<file path="src/rtl/core/pce_pkg.sv">
// Shared types, character class codes and helpers of the path character escaper.
package pce_pkg;

   localparam int MaxBytes = 10;
   localparam int CountWidth = $clog2(MaxBytes + 1);

   localparam logic [2:0] CLS_CTRL   = 3'd0;
   localparam logic [2:0] CLS_LONG   = 3'd1;
   localparam logic [2:0] CLS_PREFIX = 3'd2;
   localparam logic [2:0] CLS_UTF1   = 3'd3;
   localparam logic [2:0] CLS_UTF2   = 3'd4;
   localparam logic [2:0] CLS_UTF3   = 3'd5;
   localparam logic [2:0] CLS_UTF4   = 3'd6;

   localparam logic [7:0] CHAR_BACKSLASH = 8'h5c;
   localparam logic [7:0] CHAR_PIPE      = 8'h7c;
   localparam logic [7:0] CHAR_LOWER_X   = 8'h78;
   localparam logic [7:0] CHAR_UPPER_U   = 8'h55;

   // One character's output bytes, first byte at index 0.
   typedef struct packed {
      logic [MaxBytes-1:0][7:0] bytes;
      logic [CountWidth-1:0]    count;
      logic                     eop;
   } pce_frame_type;

   function automatic logic [7:0] hex_char(input logic [3:0] nib);
      logic [7:0] res;
      if (nib < 4'd10) begin
         res = 8'h30 + {4'd0, nib};
      end else begin
         res = 8'h57 + {4'd0, nib};
      end
      return res;
   endfunction

endpackage

</file>
<file path="src/rtl/core/pce_serializer.sv">
// Holds one character's byte run and hands it out one byte per transfer.
module pce_serializer (
   input  logic                   clock,
   input  logic                   reset,
   input  logic                   frame_valid,
   input  pce_pkg::pce_frame_type frame,
   output logic                   frame_ready,
   output logic                   rsp_valid,
   input  logic                   rsp_stall,
   output logic [7:0]             rsp_out_byte,
   output logic                   rsp_last_of_char,
   output logic                   rsp_last_of_path
);
   import pce_pkg::*;

   logic                     valid_ff, valid_in;
   logic [MaxBytes-1:0][7:0] bytes_ff, bytes_in;
   logic [CountWidth-1:0]    count_ff, count_in;
   logic                     eop_ff, eop_in;
   logic                     taken;
   logic                     on_last;
   logic                     load;

   assign on_last     = (count_ff == CountWidth'(1));
   assign taken       = valid_ff && !rsp_stall;
   assign frame_ready = !valid_ff || (taken && on_last);
   assign load        = frame_ready && frame_valid;

   always_comb begin
      valid_in = valid_ff;
      bytes_in = bytes_ff;
      count_in = count_ff;
      eop_in   = eop_ff;
      if (load) begin
         valid_in = 1'b1;
         bytes_in = frame.bytes;
         count_in = frame.count;
         eop_in   = frame.eop;
      end else if (taken) begin
         if (on_last) begin
            valid_in = 1'b0;
         end else begin
            // Shift the run down so the next byte sits at the output.
            bytes_in = {8'h00, bytes_ff[MaxBytes-1:1]};
            count_in = count_ff - CountWidth'(1);
         end
      end
   end

   always_ff @(posedge clock) begin
      if (reset) begin
         valid_ff <= 1'b0;
      end else begin
         valid_ff <= valid_in;
      end
   end

   always_ff @(posedge clock) begin
      bytes_ff <= bytes_in;
      count_ff <= count_in;
      eop_ff   <= eop_in;
   end

   assign rsp_valid        = valid_ff;
   assign rsp_out_byte     = bytes_ff[0];
   assign rsp_last_of_char = on_last;
   assign rsp_last_of_path = on_last && eop_ff;

endmodule

</file>
<file path="src/rtl/core/path_char_escaper_unit.sv">
// Top level of the path character escaper: escapes or UTF-8 encodes one code point per item.
//
// Input channel req_: one decoded code point and an end-of-path flag per transfer.
// Result channel rsp_: one output byte per transfer, with flags marking the last
// byte of the character and the last byte of the path.
// Each character yields 1 to 10 bytes: control characters give four, long escapes
// ten, a backslash or pipe two, and plain characters their UTF-8 length.
// The first byte of a character reaches the result port after its input transfer has
// loaded the input register and the character has passed classification, byte build
// and the output register, in that order.
// Throughput is one character per cycle while each yields a single byte and the receiver
// does not stall; a longer character occupies the output register until its last byte is
// taken, holding the next in the build stage. The one-byte-wide result port sets that limit.
// When the receiver stalls, the output byte holds and the three pipeline stages
// fill up; req_stall rises once they are all full. Nothing is lost or repeated.
// Reset empties every stage; no output is valid afterwards until new input arrives.
module path_char_escaper_unit (
   input  logic        clock,
   input  logic        reset,
   input  logic        req_valid,
   output logic        req_stall,
   input  logic [31:0] req_code_point,
   input  logic        req_end_of_path,
   output logic        rsp_valid,
   input  logic        rsp_stall,
   output logic [7:0]  rsp_out_byte,
   output logic        rsp_last_of_char,
   output logic        rsp_last_of_path
);
   import pce_pkg::*;

   logic          s1_valid_ff, s1_valid_in;
   logic [31:0]   s1_cp_ff;
   logic          s1_eop_ff;
   logic          s2_valid_ff, s2_valid_in;
   logic [31:0]   s2_cp_ff;
   logic [2:0]    s2_cls_ff, s2_cls_in;
   logic          s2_eop_ff;
   logic          s3_valid_ff, s3_valid_in;
   pce_frame_type s3_frame_ff, s3_frame_in;
   logic          ser_ready;
   logic          s1_ready, s2_ready, s3_ready;
   logic          is_control, is_long;
   logic [15:0]   low16;

   assign s3_ready  = !s3_valid_ff || ser_ready;
   assign s2_ready  = !s2_valid_ff || s3_ready;
   assign s1_ready  = !s1_valid_ff || s2_ready;
   assign req_stall = !s1_ready;

   assign s1_valid_in = s1_ready ? req_valid : s1_valid_ff;
   assign s2_valid_in = s2_ready ? s1_valid_ff : s2_valid_ff;
   assign s3_valid_in = s3_ready ? s2_valid_ff : s3_valid_ff;

   // Classification of the registered code point.
   assign low16 = s1_cp_ff[15:0];

   always_comb begin
      is_control = (s1_cp_ff <= 32'h1f) || (s1_cp_ff >= 32'h7f && s1_cp_ff <= 32'h9f);
      is_long = (s1_cp_ff >= 32'h2028 && s1_cp_ff <= 32'h2029)
             || (s1_cp_ff >= 32'hd800 && s1_cp_ff <= 32'hdfff)
             || (s1_cp_ff == 32'he000)
             || (s1_cp_ff == 32'hf8ff)
             || (s1_cp_ff >= 32'hfdd0 && s1_cp_ff <= 32'hfddf)
             || (low16 >= 16'hfffe)
             || (s1_cp_ff == 32'hf0000)
             || (s1_cp_ff == 32'hffffd)
             || (s1_cp_ff == 32'h100000)
             || (s1_cp_ff >= 32'h10fffd);
      priority if (is_control) begin
         s2_cls_in = CLS_CTRL;
      end else if (is_long) begin
         s2_cls_in = CLS_LONG;
      end else if (s1_cp_ff == {24'd0, CHAR_BACKSLASH} || s1_cp_ff == {24'd0, CHAR_PIPE}) begin
         s2_cls_in = CLS_PREFIX;
      end else if (s1_cp_ff < 32'h80) begin
         s2_cls_in = CLS_UTF1;
      end else if (s1_cp_ff < 32'h800) begin
         s2_cls_in = CLS_UTF2;
      end else if (s1_cp_ff < 32'h10000) begin
         s2_cls_in = CLS_UTF3;
      end else begin
         s2_cls_in = CLS_UTF4;
      end
   end

   // Byte run for the classified character.
   always_comb begin
      s3_frame_in       = '0;
      s3_frame_in.eop   = s2_eop_ff;
      unique case (s2_cls_ff)
         CLS_CTRL: begin
            s3_frame_in.bytes[0] = CHAR_BACKSLASH;
            s3_frame_in.bytes[1] = CHAR_LOWER_X;
            s3_frame_in.bytes[2] = hex_char(s2_cp_ff[7:4]);
            s3_frame_in.bytes[3] = hex_char(s2_cp_ff[3:0]);
            s3_frame_in.count    = CountWidth'(4);
         end
         CLS_LONG: begin
            s3_frame_in.bytes[0] = CHAR_BACKSLASH;
            s3_frame_in.bytes[1] = CHAR_UPPER_U;
            for (int i = 0; i < 8; i++) begin
               s3_frame_in.bytes[2 + i] = hex_char(s2_cp_ff[4*(7-i) +: 4]);
            end
            s3_frame_in.count = CountWidth'(10);
         end
         CLS_PREFIX: begin
            s3_frame_in.bytes[0] = CHAR_BACKSLASH;
            s3_frame_in.bytes[1] = s2_cp_ff[7:0];
            s3_frame_in.count    = CountWidth'(2);
         end
         CLS_UTF1: begin
            s3_frame_in.bytes[0] = s2_cp_ff[7:0];
            s3_frame_in.count    = CountWidth'(1);
         end
         CLS_UTF2: begin
            s3_frame_in.bytes[0] = {3'b110, s2_cp_ff[10:6]};
            s3_frame_in.bytes[1] = {2'b10, s2_cp_ff[5:0]};
            s3_frame_in.count    = CountWidth'(2);
         end
         CLS_UTF3: begin
            s3_frame_in.bytes[0] = {4'b1110, s2_cp_ff[15:12]};
            s3_frame_in.bytes[1] = {2'b10, s2_cp_ff[11:6]};
            s3_frame_in.bytes[2] = {2'b10, s2_cp_ff[5:0]};
            s3_frame_in.count    = CountWidth'(3);
         end
         default: begin
            s3_frame_in.bytes[0] = {5'b11110, s2_cp_ff[20:18]};
            s3_frame_in.bytes[1] = {2'b10, s2_cp_ff[17:12]};
            s3_frame_in.bytes[2] = {2'b10, s2_cp_ff[11:6]};
            s3_frame_in.bytes[3] = {2'b10, s2_cp_ff[5:0]};
            s3_frame_in.count    = CountWidth'(4);
         end
      endcase
   end

   always_ff @(posedge clock) begin
      if (reset) begin
         s1_valid_ff <= 1'b0;
         s2_valid_ff <= 1'b0;
         s3_valid_ff <= 1'b0;
      end else begin
         s1_valid_ff <= s1_valid_in;
         s2_valid_ff <= s2_valid_in;
         s3_valid_ff <= s3_valid_in;
      end
   end

   always_ff @(posedge clock) begin
      if (s1_ready) begin
         s1_cp_ff  <= req_code_point;
         s1_eop_ff <= req_end_of_path;
      end
      if (s2_ready) begin
         s2_cp_ff  <= s1_cp_ff;
         s2_cls_ff <= s2_cls_in;
         s2_eop_ff <= s1_eop_ff;
      end
      if (s3_ready) begin
         s3_frame_ff <= s3_frame_in;
      end
   end

   pce_serializer u_serializer (
      .clock            (clock),
      .reset            (reset),
      .frame_valid      (s3_valid_ff),
      .frame            (s3_frame_ff),
      .frame_ready      (ser_ready),
      .rsp_valid        (rsp_valid),
      .rsp_stall        (rsp_stall),
      .rsp_out_byte     (rsp_out_byte),
      .rsp_last_of_char (rsp_last_of_char),
      .rsp_last_of_path (rsp_last_of_path)
   );

`ifndef SYNTHESIS
   // A built byte run always carries between one and ten bytes.
   a_frame_count: assert property (@(posedge clock) disable iff (reset)
      s3_valid_ff |-> (s3_frame_ff.count >= CountWidth'(1)
                       && s3_frame_ff.count <= CountWidth'(MaxBytes)))
      else $error("byte run count out of range");

   // A character waiting in the build stage stays there until the serializer takes it.
   a_s3_hold: assert property (@(posedge clock) disable iff (reset)
      (s3_valid_ff && !ser_ready) |=> (s3_valid_ff && $stable(s3_frame_ff)))
      else $error("build stage lost a waiting character");

   // The path end flag only ever marks the last byte of a character.
   a_path_on_char_end: assert property (@(posedge clock) disable iff (reset)
      (rsp_valid && rsp_last_of_path) |-> rsp_last_of_char)
      else $error("path end flagged before the end of a character");
`endif

endmodule
</file>
<file path="config.mk">
export PLATFORM = sky130hd
export DESIGN_NAME = path_char_escaper_unit
export DESIGN_NICKNAME = d
export VERILOG_FILES = /design/src/rtl/core/pce_pkg.sv /design/src/rtl/core/pce_serializer.sv /design/src/rtl/core/path_char_escaper_unit.sv
export SDC_FILE = /design/constraint.sdc
export NUM_CORES = 1
export LEC_CHECK = 0
export BUFFER_PORTS_ARGS = -buffer_cell sky130_fd_sc_hd__buf_2
export CAP_MARGIN = 10
export CORE_UTILIZATION = 40
export CTS_CLUSTER_DIAMETER = 80
export DETAILED_ROUTE_END_ITERATION = 8
export PLACE_DENSITY = 0.64
export SLEW_MARGIN = 20
export SYNTH_ARGS = -nofsm -noshare
export SYNTH_HDL_FRONTEND = slang
export SYNTH_SLANG_ARGS = --single-unit
export TNS_END_PERCENT = 50
</file>
<file path="constraint.sdc">
create_clock -name clock -period 7.65 [get_ports clock]
set_clock_uncertainty 0.15 [all_clocks]
set_input_delay 1.53 -clock clock [delete_from_list [all_inputs] [get_ports clock]]
set_output_delay 1.53 -clock clock [all_outputs]
set_load 0.005 [all_outputs]
</file>
# Word level (Yosys, flattened, before mapping)
# Index checks and enable logic that the tools add are counted.
[word_totals] in_bits=37 out_inout_bits=12 elab_cells=152 ff_bits=243
[classes] n_reduce_logical=38 mux=26 n_lt_le_gt_ge=22 addsub=17 eq_ne=14
[op_table] operator="$mux 80" n=3
[op_table] operator="$pmux 12 s6" n=1
[op_table] operator="$add 7x4->8 const A" n=8
[op_table] operator="$eq 32x16->1 const B" n=2
[op_table] operator="$eq 32x20->1 const B" n=2
[op_table] operator="$eq 32x7->1 const B" n=2
[op_table] operator="$ge 32x16->1 const B" n=2
[op_table] operator="$le 32x16->1 const B" n=2
[op_table] operator="$mux 8" n=8
[op_table] operator="$add 6x4->7 const A" n=8
[op_table] operator="$pmux 8 s6" n=1
[op_table] operator="$eq 32x21->1 const B" n=1
[op_table] operator="$ge 32x14->1 const B" n=1
[op_table] operator="$ge 32x21->1 const B" n=1
[op_table] operator="$ge 32x7->1 const B" n=1
[op_table] operator="$le 32x14->1 const B" n=1
[op_table] operator="$le 32x5->1 const B" n=1
[op_table] operator="$le 32x8->1 const B" n=1
[op_table] operator="$lt 32x12->1 const B" n=1
[op_table] operator="$lt 32x17->1 const B" n=1
[op_table] operator="$lt 32x8->1 const B" n=1
[op_table] operator="$lt 4x4->1 const B" n=8
[op_table] operator="$pmux 8 s4" n=1
[op_table] operator="$pmux 8 s3" n=1
[op_table] operator="19 further kinds" n=58

# Depth between registers and ports, before layout
[logic_depth] depth_word=12 depth_mapped=10 depth_no_buf=8

# Hierarchy
# Synthesis repeated with hierarchy kept, for this count alone.
[hier_totals] cells_unflattened=681 area_unflattened_um2=10178.5
[modules_own_cells] mod="path_char_escaper_unit" n_inst=1 seq_area_each_um2=4504.3 cells_per_inst=476 area_each_um2=6336.1
[modules_own_cells] mod="pce_serializer" n_inst=1 seq_area_each_um2=2572.5 cells_per_inst=205 area_each_um2=3842.4

# Least setup slack after synthesis
# No wires, ideal clock.
[synth_path] kind="in2reg" startpoint="input port rsp_stall" endpoint="register u_serializer.bytes_ff[10] (netlist name), enable pin" t_required_ns=6.960 t_arrival_ns=5.328 setup_slack_ns=1.631 setup_time_ns=0.540 stages=1 path_buffers=0 cell_sequence="a21oi_1"
[synth_between] elab_chain_cells=7
[synth_lines] element="start: declaration" line_no="path_char_escaper_unit.sv:25" source="input logic rsp_stall,"
[synth_lines] element="$logic_not 1->1 *" line_no="pce_serializer.sv:25" source="assign taken = valid_ff && !rsp_stall;"
[synth_lines] element="$logic_and 1x1->1 *" line_no="pce_serializer.sv:25"
[synth_lines] element="$logic_and 1x1->1" line_no="pce_serializer.sv:26" source="assign frame_ready = !valid_ff || (taken && on_last);"
[synth_lines] element="$logic_or 1x1->1" line_no="pce_serializer.sv:26"
[synth_lines] element="$logic_and 1x1->1" line_no="pce_serializer.sv:27" source="assign load = frame_ready && frame_valid;"
[synth_lines] element="$ne 2x2->1 (no line) / $reduce_bool 2->1 (equally long branches)"
[synth_lines] element="$reduce_and 2->1 (no line) *"
[synth_lines] element="end signal: assignment" line_no="pce_serializer.sv:59" source="bytes_ff <= bytes_in;"
[synth_lines] element="end: declaration" line_no="pce_serializer.sv:17" source="logic [MaxBytes-1:0][7:0] bytes_ff, bytes_in;"
# Mark *: on every way between the ends. The rest lies on a longest branch, timed or not.
# A chain may end at the register's enable or synchronous reset.

# Worst setup path in the final report
[layout_path] startpoint="input port rsp_stall" endpoint="output port req_stall"
[layout_between] elab_chain_cells=8
[layout_lines] element="$logic_not 1->1" line_no="pce_serializer.sv:25"
[layout_lines] element="$logic_and 1x1->1" line_no="pce_serializer.sv:25"
[layout_lines] element="$logic_and 1x1->1" line_no="pce_serializer.sv:26"
[layout_lines] element="$logic_or 1x1->1" line_no="pce_serializer.sv:26"
[layout_lines] element="$logic_or 1x1->1" line_no="path_char_escaper_unit.sv:46" source="assign s3_ready = !s3_valid_ff || ser_ready;"
[layout_lines] element="$logic_or 1x1->1" line_no="path_char_escaper_unit.sv:47" source="assign s2_ready = !s2_valid_ff || s3_ready;"
[layout_lines] element="$logic_or 1x1->1" line_no="path_char_escaper_unit.sv:48" source="assign s1_ready = !s1_valid_ff || s2_ready;"
[layout_lines] element="$logic_not 1->1" line_no="path_char_escaper_unit.sv:49" source="assign req_stall = !s1_ready;"
[layout_lines] element="end: declaration" line_no="path_char_escaper_unit.sv:21" source="output logic req_stall,"
# No other way between the ends.

==> impl_metrics.tcl <==
set metrics [dict create \
    grt.met1_usage_pct 21.82 \
    cp_data_required_time_ns 5.97 \
    top_usage_layer "met2" \
    post_drt_via_cell_ratio 5.135 \
    yosysUniqueCellTypes 56 \
    max_freq_mhz 217.7 \
    synth_edf_count 227 \
    gp_congestion 0.8634 \
    grt_start_max_net_pins 80 \
    r2r.worst_path.cells 8 \
    share_comb_of_total_power_pct 4.2 \
    globalRoute.totalOverflow 0 \
    seq_power_share_pct 54.9 \
    buffer_count_from_post_cts_setup_fixing 0 \
    slew_violations 0 \
    hold_viol 0 \
    floorplan.initialDensity_pct 40.69 \
    dp_cell_count 1154 \
    mappedNetlistNets 868 \
    power_density_mw_per_mm2 244.4 \
    drt_pass1_iterations 5 \
    rsz0062_at_grt "no" \
    chipWidth_um 159.1 \
    numClockSinks 231 \
    cts_inserted_buffers 24 \
    first_pass_grt_wire_length_um 30790 \
    yosys_register_bits 231 \
    startpoint_type "input pin" \
    final_nets 903 \
    core-area_mm2 0.02425 \
    total_switching_power_uw 558.9 \
    n_antenna_cell 0 \
    cts_hold_buffers 0 \
    cpLargestDelayFamily "simple AND/OR/NAND/NOR gates" \
    timing.hold.worst_path_depth 0 \
    place_hpwl_um 12340 \
    detailroute.via_count 6147 \
    worst_slew_pin_slew_ns 1.067 \
    endpoint_kind "output port" \
    layoutNonFillerInstCount 1197 \
    design.die.area_mm2 0.02530 \
    grt_antenna_before_repair 0 \
    worstPathMaxFanout 35 \
    dominantRegCellSynth "sky130_fd_sc_hd__edfxtp_1" \
    crit_top_cell "sky130_fd_sc_hd__buf_2" \
    ctsResizeCount 0 \
    hold_path_startpoint "s1_eop_ff$_DFFE_PN_" \
    drv.max_cap_violation_count 0 \
    synth_top_cell_by_area "sky130_fd_sc_hd__edfxtp_1" \
    h-tree-depth 1 \
    outcome "completed" \
    netlist.area_leader.share_pct 69.08 \
    die_y_um 159.1 \
    reg_to_reg_start "u_serializer.count_ff[1]$_DFFE_PP_" \
    detail-route-antenna-nets 0 \
    totalNegativeSetupSlack_ns 0 \
    finalCritPeriodShare_pct 60.04 \
    detail_route.wirelength_um 19410 \
    yosysWarnings 0 \
    synth_cells 821 \
    peakVddDrop_mv 0.1527 \
    reg2reg_slack_ns 4.41 \
    min-delay-path-class "reg2reg" \
    total_leakage_power_uw 0.004354 \
    power_switching_share_pct 20.57 \
    met2_usage_pct 23.44 \
    pin_count 49 \
    cpMaxStageDelayCell "sky130_fd_sc_hd__nand3_2" \
    path_buf_inv 3 \
    final_period_minus_worst_setup_slack_ns 4.593 \
    floorplan.rows 57 \
    final_routed_drc_violation_total 0 \
    cts.reportedPaths.clkPinSlew_ns 0.06 \
    cts_tree "yes" \
    synth_sequential_area_ratio_pct 69.90 \
    clock_latency_ns 0.52 \
    buffer_ports.inserted 48 \
    drive_gt1_share_pct 11.57 \
    yosys-top-cells-area "sky130_fd_sc_hd__edfxtp_1 (69%), sky130_fd_sc_hd__nand2_1 (9.0%), sky130_fd_sc_hd__a21oi_1 (2.6%)" \
    maxSlewHeadroom_pct 28.89 \
    grt_use_total_pct 15.39 \
    route.detailed.wl_per_inst_um 16.21 \
    post_synth.cell_area_avg_um2 12.02 \
    power.clock.fraction_pct 40.9 \
    first_global_vias 5747 \
    cp_data_arrival_time_ns 2.91 \
    cell_internal_pwr_uw 2158 \
    worstReg2RegEnd "u_serializer.count_ff[2]$_DFFE_PP_" \
    classification_of_the_worst_setup_path "in2out" \
    ctsLongestPathBuffers 3 \
    area_delta_synth_final_pct 12.67 \
    detailedRoute.firstIterationViolations 514 \
    worst_hold_path.endpoint "s2_eop_ff$_DFFE_PP_" \
    setup_viol 0 \
    critical-path-max-stage-delay_ns 0.63 \
    ys_async_sr_fraction_pct 0 \
    ctsRootBufferMaster "sky130_fd_sc_hd__clkbuf_16" \
    cp_cell_sequence "buf_2 > o211a_1 > nand3_2 > inv_1 > buf_2" \
    global_route.usage.met3_pct 3.412 \
    netlist_area_mm2 0.009867 \
]
-- Yosys cell counts (all sizes together), types with 6 or more instances --
| master | instances |
|---|---|
| a211oi | 6 |
| edfxtp | 227 |
| o22ai | 7 |
| nand3 | 6 |
| inv | 39 |
| xnor2 | 12 |
| nor3 | 14 |
| ha | 10 |
| or3 | 6 |
| nand4 | 6 |
| nand2 | 237 |
| o21ai | 18 |
| nor2 | 45 |
| a22o | 9 |
| buf | 16 |
| and3 | 9 |
| o21bai | 8 |
| clkbuf | 29 |
| a21oi | 51 |
-- cells in the final DEF, fill, tap and decap left out, drive strengths merged, types with 3 or more instances in the layout --
cell,instances
edfxtp,227
nor3,14
buf,54
or4,4
a22o,9
nor4b,3
dfxtp,4
inv,39
nor2b,3
a21oi,51
o22ai,7
a21o,4
clkinv,6
o21bai,8
or3,6
and2,4
nand3,6
mux2i,5
nand4,6
nor4,5
o211ai,5
or2,3
clkbuf,34
nand2,237
xnor2,12
a211oi,6
o21ai,18
and3,9
o211a,3
ha,10
nor2,45
-- power groups by stage --
stage | clock network, uW | logic [uW] | registers [uW]
floorplan | 0 | 82.2 | 1500
global placement | 0 | 111 | 1510
detailed placement | 0 | 114 | 1520
CTS | 1140 | 115 | 1490
global route | 1190 | 129 | 1500
finish | 1110 | 114 | 1490
-- how the worst max path moves through the flow --
stage	slack, ns	depth (start not counted)	endpoint	start
2_1_floorplan	1.63	1	u_serializer.bytes_ff[10]$_DFFE_PP_	rsp_stall
3_3_place_gp	3.00	5	req_stall	rsp_stall
3_5_place_dp	3.01	5	req_stall	rsp_stall
4_1_cts	3.01	5	req_stall	rsp_stall
5_1_grt	2.86	5	req_stall	rsp_stall
6_report	3.06	5	req_stall	rsp_stall
-- logic make-up after synthesis --
group / after synthesis / share of synthesized area, %
DFF: 231 / 69.90
and+or+nand+nor: 348 / 14.93
muxes: 6 / 0.6214
AOI/OAI and AO/OA: 130 / 8.496
xor gates and xnor gates: 12 / 1.065
adders and majority gates: 10 / 1.268
buffers and inverters: 84 / 3.728
-- per-layer routing --
metal  vias up  routed length [um]
met5         -                   0
met4         0                 505
met3        32                1494
met2       210                8738
met1      2918                8666
li1       2987                   -
-- per-stage QoR --
stage | instance area, um^2 | util [%] | hold slack [ns] | setup WS, ns | total power (uW)
after floorplan | 9867 | - | 0.2503 | 1.631 | 1585
after global placement | 10350 | 42.70 | 0.2527 | 2.997 | 1626
after detailed placement | 10350 | 42.70 | 0.2615 | 3.014 | 1631
after CTS | 11120 | 45.85 | 0.2756 | 3.014 | 2747
after global routing | 11120 | 45.85 | 0.2908 | 2.856 | 2813
final | 11120 | 45.85 | 0.2714 | 3.057 | 2717
-- cell type report --
type                       count  area (um^2)
timing repair buffer          54        285.3
clock buffer                  34        689.4
sequential                   231         6897
tap                          324        405.4
inverter                      39        146.4
multi-input combinational    506         2621
clock inverter                 9        72.57
fill                        2266        13130
-- registers in the layout (all words and copies together) (netlist names), 3 cells and up --
register and cells:
u_serializer.count_ff 4, u_serializer.rsp_out_byte 8, s2_cp_ff 32, u_serializer.bytes_ff 66, s1_cp_ff 32, s3_frame_ff 79
s2_cls_ff 3
(Power assumes the default switching activity.)
